$ cat config.mk
export PLATFORM = sky130hd
export DESIGN_NAME = cosh_taylor_series
export DESIGN_NICKNAME = d
export VERILOG_FILES = /design/src/hdl/cts_pkg.sv /design/src/hdl/cosh_taylor_series.sv /design/src/hdl/cts_mul.sv /design/src/hdl/cts_div.sv
export SDC_FILE = /design/constraint.sdc
export NUM_CORES = 2
export LEC_CHECK = 0
export BUFFER_PORTS_ARGS = -buffer_cell sky130_fd_sc_hd__clkbuf_2
export CAP_MARGIN = 5
export CORE_UTILIZATION = 60
export CTS_BUF_LIST = sky130_fd_sc_hd__clkbuf_16
export CTS_CLUSTER_DIAMETER = 100
export DETAILED_ROUTE_END_ITERATION = 10
export PLACE_DENSITY = 0.86
export SYNTH_ARGS = -nofsm -noshare
export SYNTH_HDL_FRONTEND = slang
export SYNTH_HIERARCHICAL = 1
export SYNTH_SLANG_ARGS = --single-unit
$ cat constraint.sdc
create_clock -name aclk -period 10.4 [get_ports aclk]
set_input_delay 2.08 -clock aclk [delete_from_list [all_inputs] [get_ports aclk]]
set_output_delay 2.08 -clock aclk [all_outputs]
set_load 0.02 [all_outputs]
$ cat src/hdl/cts_pkg.sv
// Shared types and fixed field widths for the cosh series block.
package cts_pkg;

    localparam int X_W        = 32;   // argument, signed Q3.F
    localparam int TOL_W      = 28;   // tolerance, Q0.F
    localparam int TERM_W     = 40;   // sum and terms, unsigned Q12.F
    localparam int IDX_W      = 7;    // stop index
    localparam int OUT_DATA_W = 88;   // sum + index + term, padded to bytes

    localparam logic [TERM_W-1:0] TERM_MAX = {TERM_W{1'b1}};

    typedef enum logic [2:0] {
        ST_IDLE,     // waiting for an argument
        ST_SQR,      // squaring |x|
        ST_MUL_GO,   // launch term * xsq
        ST_TMUL,     // term * xsq in progress
        ST_TDIV,     // divide by (2k-1)(2k)
        ST_CHECK,    // stop test, sum update
        ST_DONE      // hand result to output register
    } cts_state_t;

endpackage

$ cat src/hdl/cosh_taylor_series.sv
// Top level: cosh(x) by its Taylor series in fixed point, one shared multiplier and divider.
//
// Each argument x (signed Q3.F on s_tdata) produces one result item: the series sum
// 1 + x^2/2! + x^4/4! + ... in unsigned Q12.F (saturating at 2^40-1), the index k of
// the first term that is no more than 1.5 times the tolerance (that term is not added),
// the term itself, and a flag on m_tuser when MAX_TERMS terms ran out first (the last
// term is then added). The block takes one item at a time and drops s_tready while it
// works. The run time is set by the term loop: every term goes through the 40x16
// chunked multiplier (term * x^2) and then the 4-bit-per-cycle divider ((2k-1)(2k)),
// used back to back; the multiplier is also shared with the squaring of |x|. A finished
// result sits in an output register, so the next argument is accepted while it waits.
// The tolerance register (reset 2684) is written through cfg_valid/cfg_data. The user
// must write it only while idle; the block itself does not enforce this.
module cosh_taylor_series #(
    parameter int MAX_TERMS = 32,
    parameter int FRAC_BITS = 28
) (
    input  logic                          aclk,
    input  logic                          aresetn,
    // input items
    input  logic                          s_tvalid,
    output logic                          s_tready,
    input  logic [cts_pkg::X_W-1:0]       s_tdata,   // [31:0] arg_x
    // result items
    output logic                          m_tvalid,
    input  logic                          m_tready,
    output logic [cts_pkg::OUT_DATA_W-1:0] m_tdata,  // [39:0] cosh_sum, [46:40] stop_index,
                                                     // [86:47] stop_term, [87] zero pad
    output logic                          m_tuser,   // [0] limit_hit
    // tolerance register
    input  logic                          cfg_valid,
    output logic                          cfg_ready,
    input  logic [cts_pkg::TOL_W-1:0]     cfg_data
);
    import cts_pkg::*;

    // derived widths
    localparam int SQ_W   = 63 - FRAC_BITS;                 // |x|^2 >> F
    localparam int CW     = 16;                             // multiplier chunk
    localparam int BW_RAW = (SQ_W > X_W) ? SQ_W : X_W;
    localparam int BW     = ((BW_RAW + CW - 1) / CW) * CW;
    localparam int PW     = TERM_W + BW;
    localparam int NW     = TERM_W + SQ_W - FRAC_BITS;      // (term*xsq) >> F
    localparam int STEPS  = 4;
    localparam int QW     = ((NW + STEPS - 1) / STEPS) * STEPS;
    localparam int QX     = (QW > TERM_W) ? QW : TERM_W + 1;
    localparam int KW     = $clog2(MAX_TERMS + 1);
    localparam int DW     = $clog2(2 * MAX_TERMS * (2 * MAX_TERMS - 1) + 1);
    localparam int THR_W  = TOL_W + 2;

    localparam logic [TERM_W-1:0] ONE_VAL =
        (FRAC_BITS >= TERM_W) ? TERM_MAX : TERM_W'(64'd1 << FRAC_BITS);

    cts_state_t state_reg, state_next;

    logic [TOL_W-1:0]  tol_reg;
    logic [SQ_W-1:0]   xsq_reg,  xsq_next;
    logic [TERM_W-1:0] term_reg, term_next;
    logic [TERM_W-1:0] sum_reg,  sum_next;
    logic [KW-1:0]     k_reg,    k_next;
    logic              hit_reg,  hit_next;

    logic              m_tvalid_reg;
    logic [TERM_W-1:0] out_sum_reg, out_term_reg;
    logic [IDX_W-1:0]  out_idx_reg;
    logic              out_hit_reg;

    // handshakes and unit control
    logic              s_accept;
    logic              mul_start, mul_done;
    logic              div_start, div_done;
    logic              out_load;

    logic [X_W-1:0]    mag;
    logic [TERM_W-1:0] mul_a;
    logic [BW-1:0]     mul_b;
    logic [PW-1:0]     mul_p;
    logic [QW-1:0]     div_n;
    logic [DW-1:0]     div_d;
    logic [QW-1:0]     div_q;
    logic [QX-1:0]     q_x;
    logic [TERM_W-1:0] term_div;

    logic [KW:0]       two_k;
    logic [2*KW+1:0]   dprod;
    logic [THR_W-1:0]  thr3;
    logic              stop_hit;
    logic [TERM_W:0]   sum_wide;
    logic              last_k;

    assign s_accept = s_tvalid && s_tready;
    assign mag      = s_tdata[X_W-1] ? (~s_tdata + 1'b1) : s_tdata;

    // square |x| first, then term * xsq
    assign mul_a = (state_reg == ST_IDLE) ? TERM_W'(mag) : term_reg;
    assign mul_b = (state_reg == ST_IDLE) ? BW'(mag)     : BW'(xsq_reg);

    // divisor (2k-1)(2k)
    assign two_k = {k_reg, 1'b0};
    assign dprod = two_k * (two_k - 1'b1);
    assign div_d = DW'(dprod);
    assign div_n = QW'(mul_p >> FRAC_BITS);

    // saturate the quotient to 40 bits
    assign q_x      = QX'(div_q);
    assign term_div = ((q_x >> TERM_W) != '0) ? TERM_MAX : TERM_W'(q_x);

    // stop when 2*term <= 3*tol
    assign thr3     = THR_W'({tol_reg, 1'b0}) + THR_W'(tol_reg);
    assign stop_hit = {term_reg, 1'b0} <= (TERM_W + 1)'(thr3);
    assign sum_wide = {1'b0, sum_reg} + {1'b0, term_reg};
    assign last_k   = (k_reg == KW'(MAX_TERMS));

    cts_mul #(
        .AW (TERM_W),
        .BW (BW),
        .CW (CW)
    ) u_mul (
        .aclk    (aclk),
        .aresetn (aresetn),
        .start   (mul_start),
        .a       (mul_a),
        .b       (mul_b),
        .done    (mul_done),
        .p       (mul_p)
    );

    cts_div #(
        .QW    (QW),
        .DW    (DW),
        .STEPS (STEPS)
    ) u_div (
        .aclk    (aclk),
        .aresetn (aresetn),
        .start   (div_start),
        .n       (div_n),
        .d       (div_d),
        .done    (div_done),
        .q       (div_q)
    );

    // next state
    always_comb begin
        state_next = state_reg;
        unique case (state_reg)
            ST_IDLE:   if (s_accept) state_next = ST_SQR;
            ST_SQR:    if (mul_done) state_next = ST_MUL_GO;
            ST_MUL_GO: state_next = ST_TMUL;
            ST_TMUL:   if (mul_done) state_next = ST_TDIV;
            ST_TDIV:   if (div_done) state_next = ST_CHECK;
            ST_CHECK: begin
                if (stop_hit || last_k) state_next = ST_DONE;
                else                    state_next = ST_MUL_GO;
            end
            ST_DONE:   if (!m_tvalid_reg || m_tready) state_next = ST_IDLE;
            default:   state_next = ST_IDLE;
        endcase
    end

    // outputs of the sequencer
    always_comb begin
        s_tready  = 1'b0;
        mul_start = 1'b0;
        div_start = 1'b0;
        out_load  = 1'b0;
        unique case (state_reg)
            ST_IDLE: begin
                s_tready  = 1'b1;
                mul_start = s_tvalid;
            end
            ST_MUL_GO: mul_start = 1'b1;
            ST_TMUL:   div_start = mul_done;
            ST_DONE:   out_load  = !m_tvalid_reg || m_tready;
            default: begin
            end
        endcase
    end

    // datapath next values
    always_comb begin
        xsq_next  = xsq_reg;
        term_next = term_reg;
        sum_next  = sum_reg;
        k_next    = k_reg;
        hit_next  = hit_reg;
        case (state_reg)
            ST_IDLE: begin
                term_next = ONE_VAL;
                sum_next  = ONE_VAL;
                k_next    = KW'(1);
                hit_next  = 1'b0;
            end
            ST_SQR: begin
                if (mul_done) xsq_next = SQ_W'(mul_p >> FRAC_BITS);
            end
            ST_TDIV: begin
                if (div_done) term_next = term_div;
            end
            ST_CHECK: begin
                if (!stop_hit) begin
                    sum_next = sum_wide[TERM_W] ? TERM_MAX : sum_wide[TERM_W-1:0];
                    if (last_k) hit_next = 1'b1;
                    else        k_next   = k_reg + 1'b1;
                end
            end
            default: begin
            end
        endcase
    end

    always_ff @(posedge aclk) begin
        if (!aresetn) begin
            state_reg    <= ST_IDLE;
            tol_reg      <= TOL_W'(2684);
            m_tvalid_reg <= 1'b0;
        end else begin
            state_reg <= state_next;
            if (cfg_valid && cfg_ready) tol_reg <= cfg_data;
            if (out_load)               m_tvalid_reg <= 1'b1;
            else if (m_tready)          m_tvalid_reg <= 1'b0;
        end
    end

    always_ff @(posedge aclk) begin
        xsq_reg  <= xsq_next;
        term_reg <= term_next;
        sum_reg  <= sum_next;
        k_reg    <= k_next;
        hit_reg  <= hit_next;
        if (out_load) begin
            out_sum_reg  <= sum_reg;
            out_term_reg <= term_reg;
            out_idx_reg  <= IDX_W'(k_reg);
            out_hit_reg  <= hit_reg;
        end
    end

    assign cfg_ready = 1'b1;
    assign m_tvalid  = m_tvalid_reg;
    assign m_tdata   = {{(OUT_DATA_W - 2 * TERM_W - IDX_W){1'b0}},
                        out_term_reg, out_idx_reg, out_sum_reg};
    assign m_tuser   = out_hit_reg;

endmodule

$ cat src/hdl/cts_mul.sv
// Sequential multiplier: A times B, one CW-bit chunk of B per cycle, MSB chunk first.
module cts_mul #(
    parameter int AW = 40,
    parameter int BW = 48,
    parameter int CW = 16
) (
    input  logic               aclk,
    input  logic               aresetn,
    input  logic               start,
    input  logic [AW-1:0]      a,
    input  logic [BW-1:0]      b,
    output logic               done,
    output logic [AW+BW-1:0]   p
);
    localparam int PW  = AW + BW;
    localparam int NCH = BW / CW;
    localparam int CNT_W = $clog2(NCH + 1);

    logic [AW-1:0]    a_reg;
    logic [BW-1:0]    b_reg;
    logic [PW-1:0]    acc_reg;
    logic [CNT_W-1:0] cnt_reg;
    logic             busy_reg;
    logic             done_reg;

    logic [CW-1:0]    chunk;
    logic [AW+CW-1:0] pp;

    assign chunk = b_reg[BW-1 -: CW];
    assign pp    = a_reg * chunk;

    always_ff @(posedge aclk) begin
        if (!aresetn) begin
            busy_reg <= 1'b0;
            done_reg <= 1'b0;
            cnt_reg  <= '0;
        end else begin
            done_reg <= 1'b0;
            if (start) begin
                busy_reg <= 1'b1;
                cnt_reg  <= CNT_W'(NCH);
            end else if (busy_reg) begin
                cnt_reg <= cnt_reg - 1'b1;
                if (cnt_reg == CNT_W'(1)) begin
                    busy_reg <= 1'b0;
                    done_reg <= 1'b1;
                end
            end
        end
    end

    always_ff @(posedge aclk) begin
        if (start) begin
            a_reg   <= a;
            b_reg   <= b;
            acc_reg <= '0;
        end else if (busy_reg) begin
            acc_reg <= (acc_reg << CW) + PW'(pp);
            b_reg   <= b_reg << CW;
        end
    end

    assign done = done_reg;
    assign p    = acc_reg;

endmodule

$ cat src/hdl/cts_div.sv
// Restoring divider, STEPS quotient bits per cycle, narrow divisor.
module cts_div #(
    parameter int QW    = 48,
    parameter int DW    = 12,
    parameter int STEPS = 4
) (
    input  logic          aclk,
    input  logic          aresetn,
    input  logic          start,
    input  logic [QW-1:0] n,
    input  logic [DW-1:0] d,
    output logic          done,
    output logic [QW-1:0] q
);
    localparam int NITER = QW / STEPS;
    localparam int CNT_W = $clog2(NITER + 1);

    logic [QW-1:0]    quo_reg;
    logic [DW-1:0]    rem_reg;
    logic [DW-1:0]    d_reg;
    logic [CNT_W-1:0] cnt_reg;
    logic             busy_reg;
    logic             done_reg;

    logic [QW-1:0]    quo_step;
    logic [DW-1:0]    rem_step;

    // STEPS shift/compare/subtract stages on the narrow remainder
    always_comb begin
        logic [DW:0]   r2;
        logic [DW-1:0] r_v;
        logic [QW-1:0] q_v;
        logic          bit_v;
        r_v = rem_reg;
        q_v = quo_reg;
        for (int i = 0; i < STEPS; i++) begin
            r2 = {r_v, q_v[QW-1]};
            if (r2 >= {1'b0, d_reg}) begin
                bit_v = 1'b1;
                r_v   = DW'(r2 - {1'b0, d_reg});
            end else begin
                bit_v = 1'b0;
                r_v   = DW'(r2);
            end
            q_v = {q_v[QW-2:0], bit_v};
        end
        rem_step = r_v;
        quo_step = q_v;
    end

    always_ff @(posedge aclk) begin
        if (!aresetn) begin
            busy_reg <= 1'b0;
            done_reg <= 1'b0;
            cnt_reg  <= '0;
        end else begin
            done_reg <= 1'b0;
            if (start) begin
                busy_reg <= 1'b1;
                cnt_reg  <= CNT_W'(NITER);
            end else if (busy_reg) begin
                cnt_reg <= cnt_reg - 1'b1;
                if (cnt_reg == CNT_W'(1)) begin
                    busy_reg <= 1'b0;
                    done_reg <= 1'b1;
                end
            end
        end
    end

    always_ff @(posedge aclk) begin
        if (start) begin
            quo_reg <= n;
            rem_reg <= '0;
            d_reg   <= d;
        end else if (busy_reg) begin
            quo_reg <= quo_step;
            rem_reg <= rem_step;
        end
    end

    assign done = done_reg;
    assign q    = quo_reg;

endmodule

==> impl_summary.log <==
[metrics] run status: complete, no violations
[metrics] # IOs: 157
[metrics] number of nets still failing antenna checks after routing: 0
[metrics] Placeable Area: 0.08094 mm²
[metrics] clock root buffer: clkbuf_16
[metrics] reg-to-reg critical path startpoint: u_div/d_reg[3]$_DFFE_PP_
[metrics] max-cap violations: 0
[metrics] final RePlAce weighted congestion: 0.9818
[metrics] initial antenna violation count: 10
[metrics] row count: 104
[metrics] clock latency on the worst-skew pair: 620 ps
[metrics] wire length of the first global-routing pass: 208.8 mm
[metrics] worst endpoint data arrival time: 10210 ps
[metrics] Largest stage delay, worst path: 440 ps
[metrics] final critical path time including I/O delays and setup: 9694 ps
[metrics] source of the critical timing path: u_div/d_reg[3]$_DFFE_PP_
[metrics] GRT overflow: 0
[metrics] Critical path buffers and inverters: 6
[metrics] count of port buffers added during placement: 153
[metrics] share of the cycle needed by the critical path after routing: 93.21%
[metrics] hpwl dp: 98.63 mm
[metrics] clock transition at the registers of the reported paths: 70 ps
[metrics] kind of launch point of the worst setup path: flop
[metrics] Min-Delay Startpoint: sum_reg[23]$_SDFFCE_PN0P_
[metrics] DR pass1 iterations: 6
[metrics] floorplan die width: 288.9 µm
[metrics] TritonCTS Buffers: 50
[metrics] peak fanout along the critical path: 17
[metrics] summed instance area of the synthesized netlist: 0.04939 mm²
[metrics] vias in the first global route: 38440
[metrics] type of the worst setup path: flop to flop
[metrics] clock skew after layout: 41.35 ps
[metrics] layout cell share with drive strength beyond 1: 9.087%
[metrics] Crit path required time: 10920 ps
[metrics] post-DR wirelength/cell: 21.08 µm
[metrics] cell repeated most along the worst path: ha_1
[metrics] hold-fix buffers at CTS: 0
[metrics] maximum buffer depth of the clock tree: 3
[metrics] vertical extent of the die: 288.9 µm
[metrics] mean number of vias per cell: 6.027
[metrics] worst slew slack as a fraction of its limit: 25.34%
[metrics] Die ar.: 0.08346 mm²
[metrics] Final Setup Violations: 0
[metrics] Fin Setup TNS: 0 ps
[metrics] cell count after synthesis: 5107
[metrics] Worst setup EP type: flop
[metrics] Final Slew Violations: 0
[metrics] slowest cell on the critical path: a221oi_1
[metrics] Register-to-Register Setup Slack: 710 ps
[metrics] Sinks on Clock Net: 487
[metrics] Worst path top cell family by delay: compound AO/OA/AOI/OAI gates
[metrics] largest net degree at the start of global routing: 139
[metrics] unrepaired setup endpoints after global routing: no
[metrics] area added between synthesis and finish: 7.291%
[metrics] maximum clock rate: 103.2 MHz
[metrics] Hold WC Path Type: flop to flop
[metrics] filler cell count in the final layout: 6078
[metrics] starting density of the core: 61.02%
[metrics] aggregate routed wire length: 132.0 mm
[metrics] CTS tree: yes
[metrics] slew of the pin with the lowest slew margin: 1120 ps
[metrics] H-Tree Depth: 2
[metrics] synthesized area per cell: 9.670 µm²
[metrics] number of hold violations in the final report: 0
[metrics] Syn. warnings: 6
[metrics] Nets: 6132
[metrics] number of DRC violations after detailed-routing iteration 0: 3571
[metrics] overall track demand over capacity in global routing: 32.14%
[metrics] number of flip-flops under the largest register name: 76
[metrics] via count of the routed design: 37730
[metrics] DRC Markers: 0
## metrics by stage
stage / utilization, % / cell area, µm² / hold WS [ps] / worst slack, ps / std cells
2_1_floorplan: - / 49450 / 400.3 / 1141 / 5123
3_3_place_gp: 63.04 / 51030 / 436.8 / 426.4 / 6158
3_5_place_dp: 63.04 / 51030 / 444.2 / 447.8 / 6158
4_1_cts: 65.38 / 52910 / 465.9 / 371.2 / 6251
5_1_grt: 65.46 / 52980 / 473.4 / 67.38 / 6260
6_report: 65.47 / 52990 / 462.0 / 706.1 / 6261
## layout make-up
cell class                      instances  area, µm²  share of cell area, %
Antenna cell                            7      17.52                0.03306
Clock buffer                           50       1251                  2.361
Clock inverter                         43      638.1                  1.204
Inverter                              890       3341                  6.305
Multi-Input combinational cell       3513      31840                  60.09
Sequential cell                       487      13320                  25.15
Tap cell                             1060       1326                  2.503
Timing Repair Buffer                  211       1251                  2.361
## worst paths after layout
check,endpoint,depth (start not counted)
setup / recovery,u_div/rem_reg[0]$_SDFFE_PP0P_,40
hold reg to reg,out_sum_reg[23]$_DFFE_PP_,0
hold / removal,out_sum_reg[23]$_DFFE_PP_,0
setup reg to reg,u_div/rem_reg[0]$_SDFFE_PP0P_,40
## timing repair
item / CTS / global route
setup endpoints to repair: 0 / 13
buffers inserted: 0 / 3
gates resized for setup: 0 / 2
## layer usage
layer	part of all wire, %	global-route usage, %	vias up
met4	5.1	14.67	6
met5	0.027	0	-
met1	38	42.73	18500
met3	10	6.102	430
li1	-	-	16690
met2	46	51.29	2109
## cells in the final DEF (no fill, tap or decap), types with 18 or more instances in the layout
| cell type | n |
|---|---|
| o211ai_1 | 20 |
| a21oi_1 | 198 |
| buf_4 | 54 |
| nand3_1 | 65 |
| fa_1 | 599 |
| mux2_2 | 82 |
| clkbuf_16 | 50 |
| xor2_1 | 89 |
| conb_1 | 18 |
| nand2_1 | 658 |
| dfxtp_1 | 129 |
| o21a_1 | 130 |
| or3_1 | 18 |
| ha_1 | 315 |
| and3_1 | 23 |
| nor2b_1 | 53 |
| nand2b_1 | 28 |
| and2_1 | 246 |
| a31oi_1 | 22 |
| nand4_1 | 40 |
| nor2_1 | 162 |
| o21ai_0 | 123 |
| o21bai_1 | 31 |
| edfxtp_1 | 357 |
| nor3_1 | 36 |
| mux2i_1 | 71 |
| clkbuf_2 | 153 |
| inv_1 | 890 |
| a211oi_1 | 31 |
| xnor2_1 | 101 |
| a21o_1 | 97 |
Power is not shown: default switching activity piles up to over one toggle a cycle in this logic, so the estimate is an artifact.
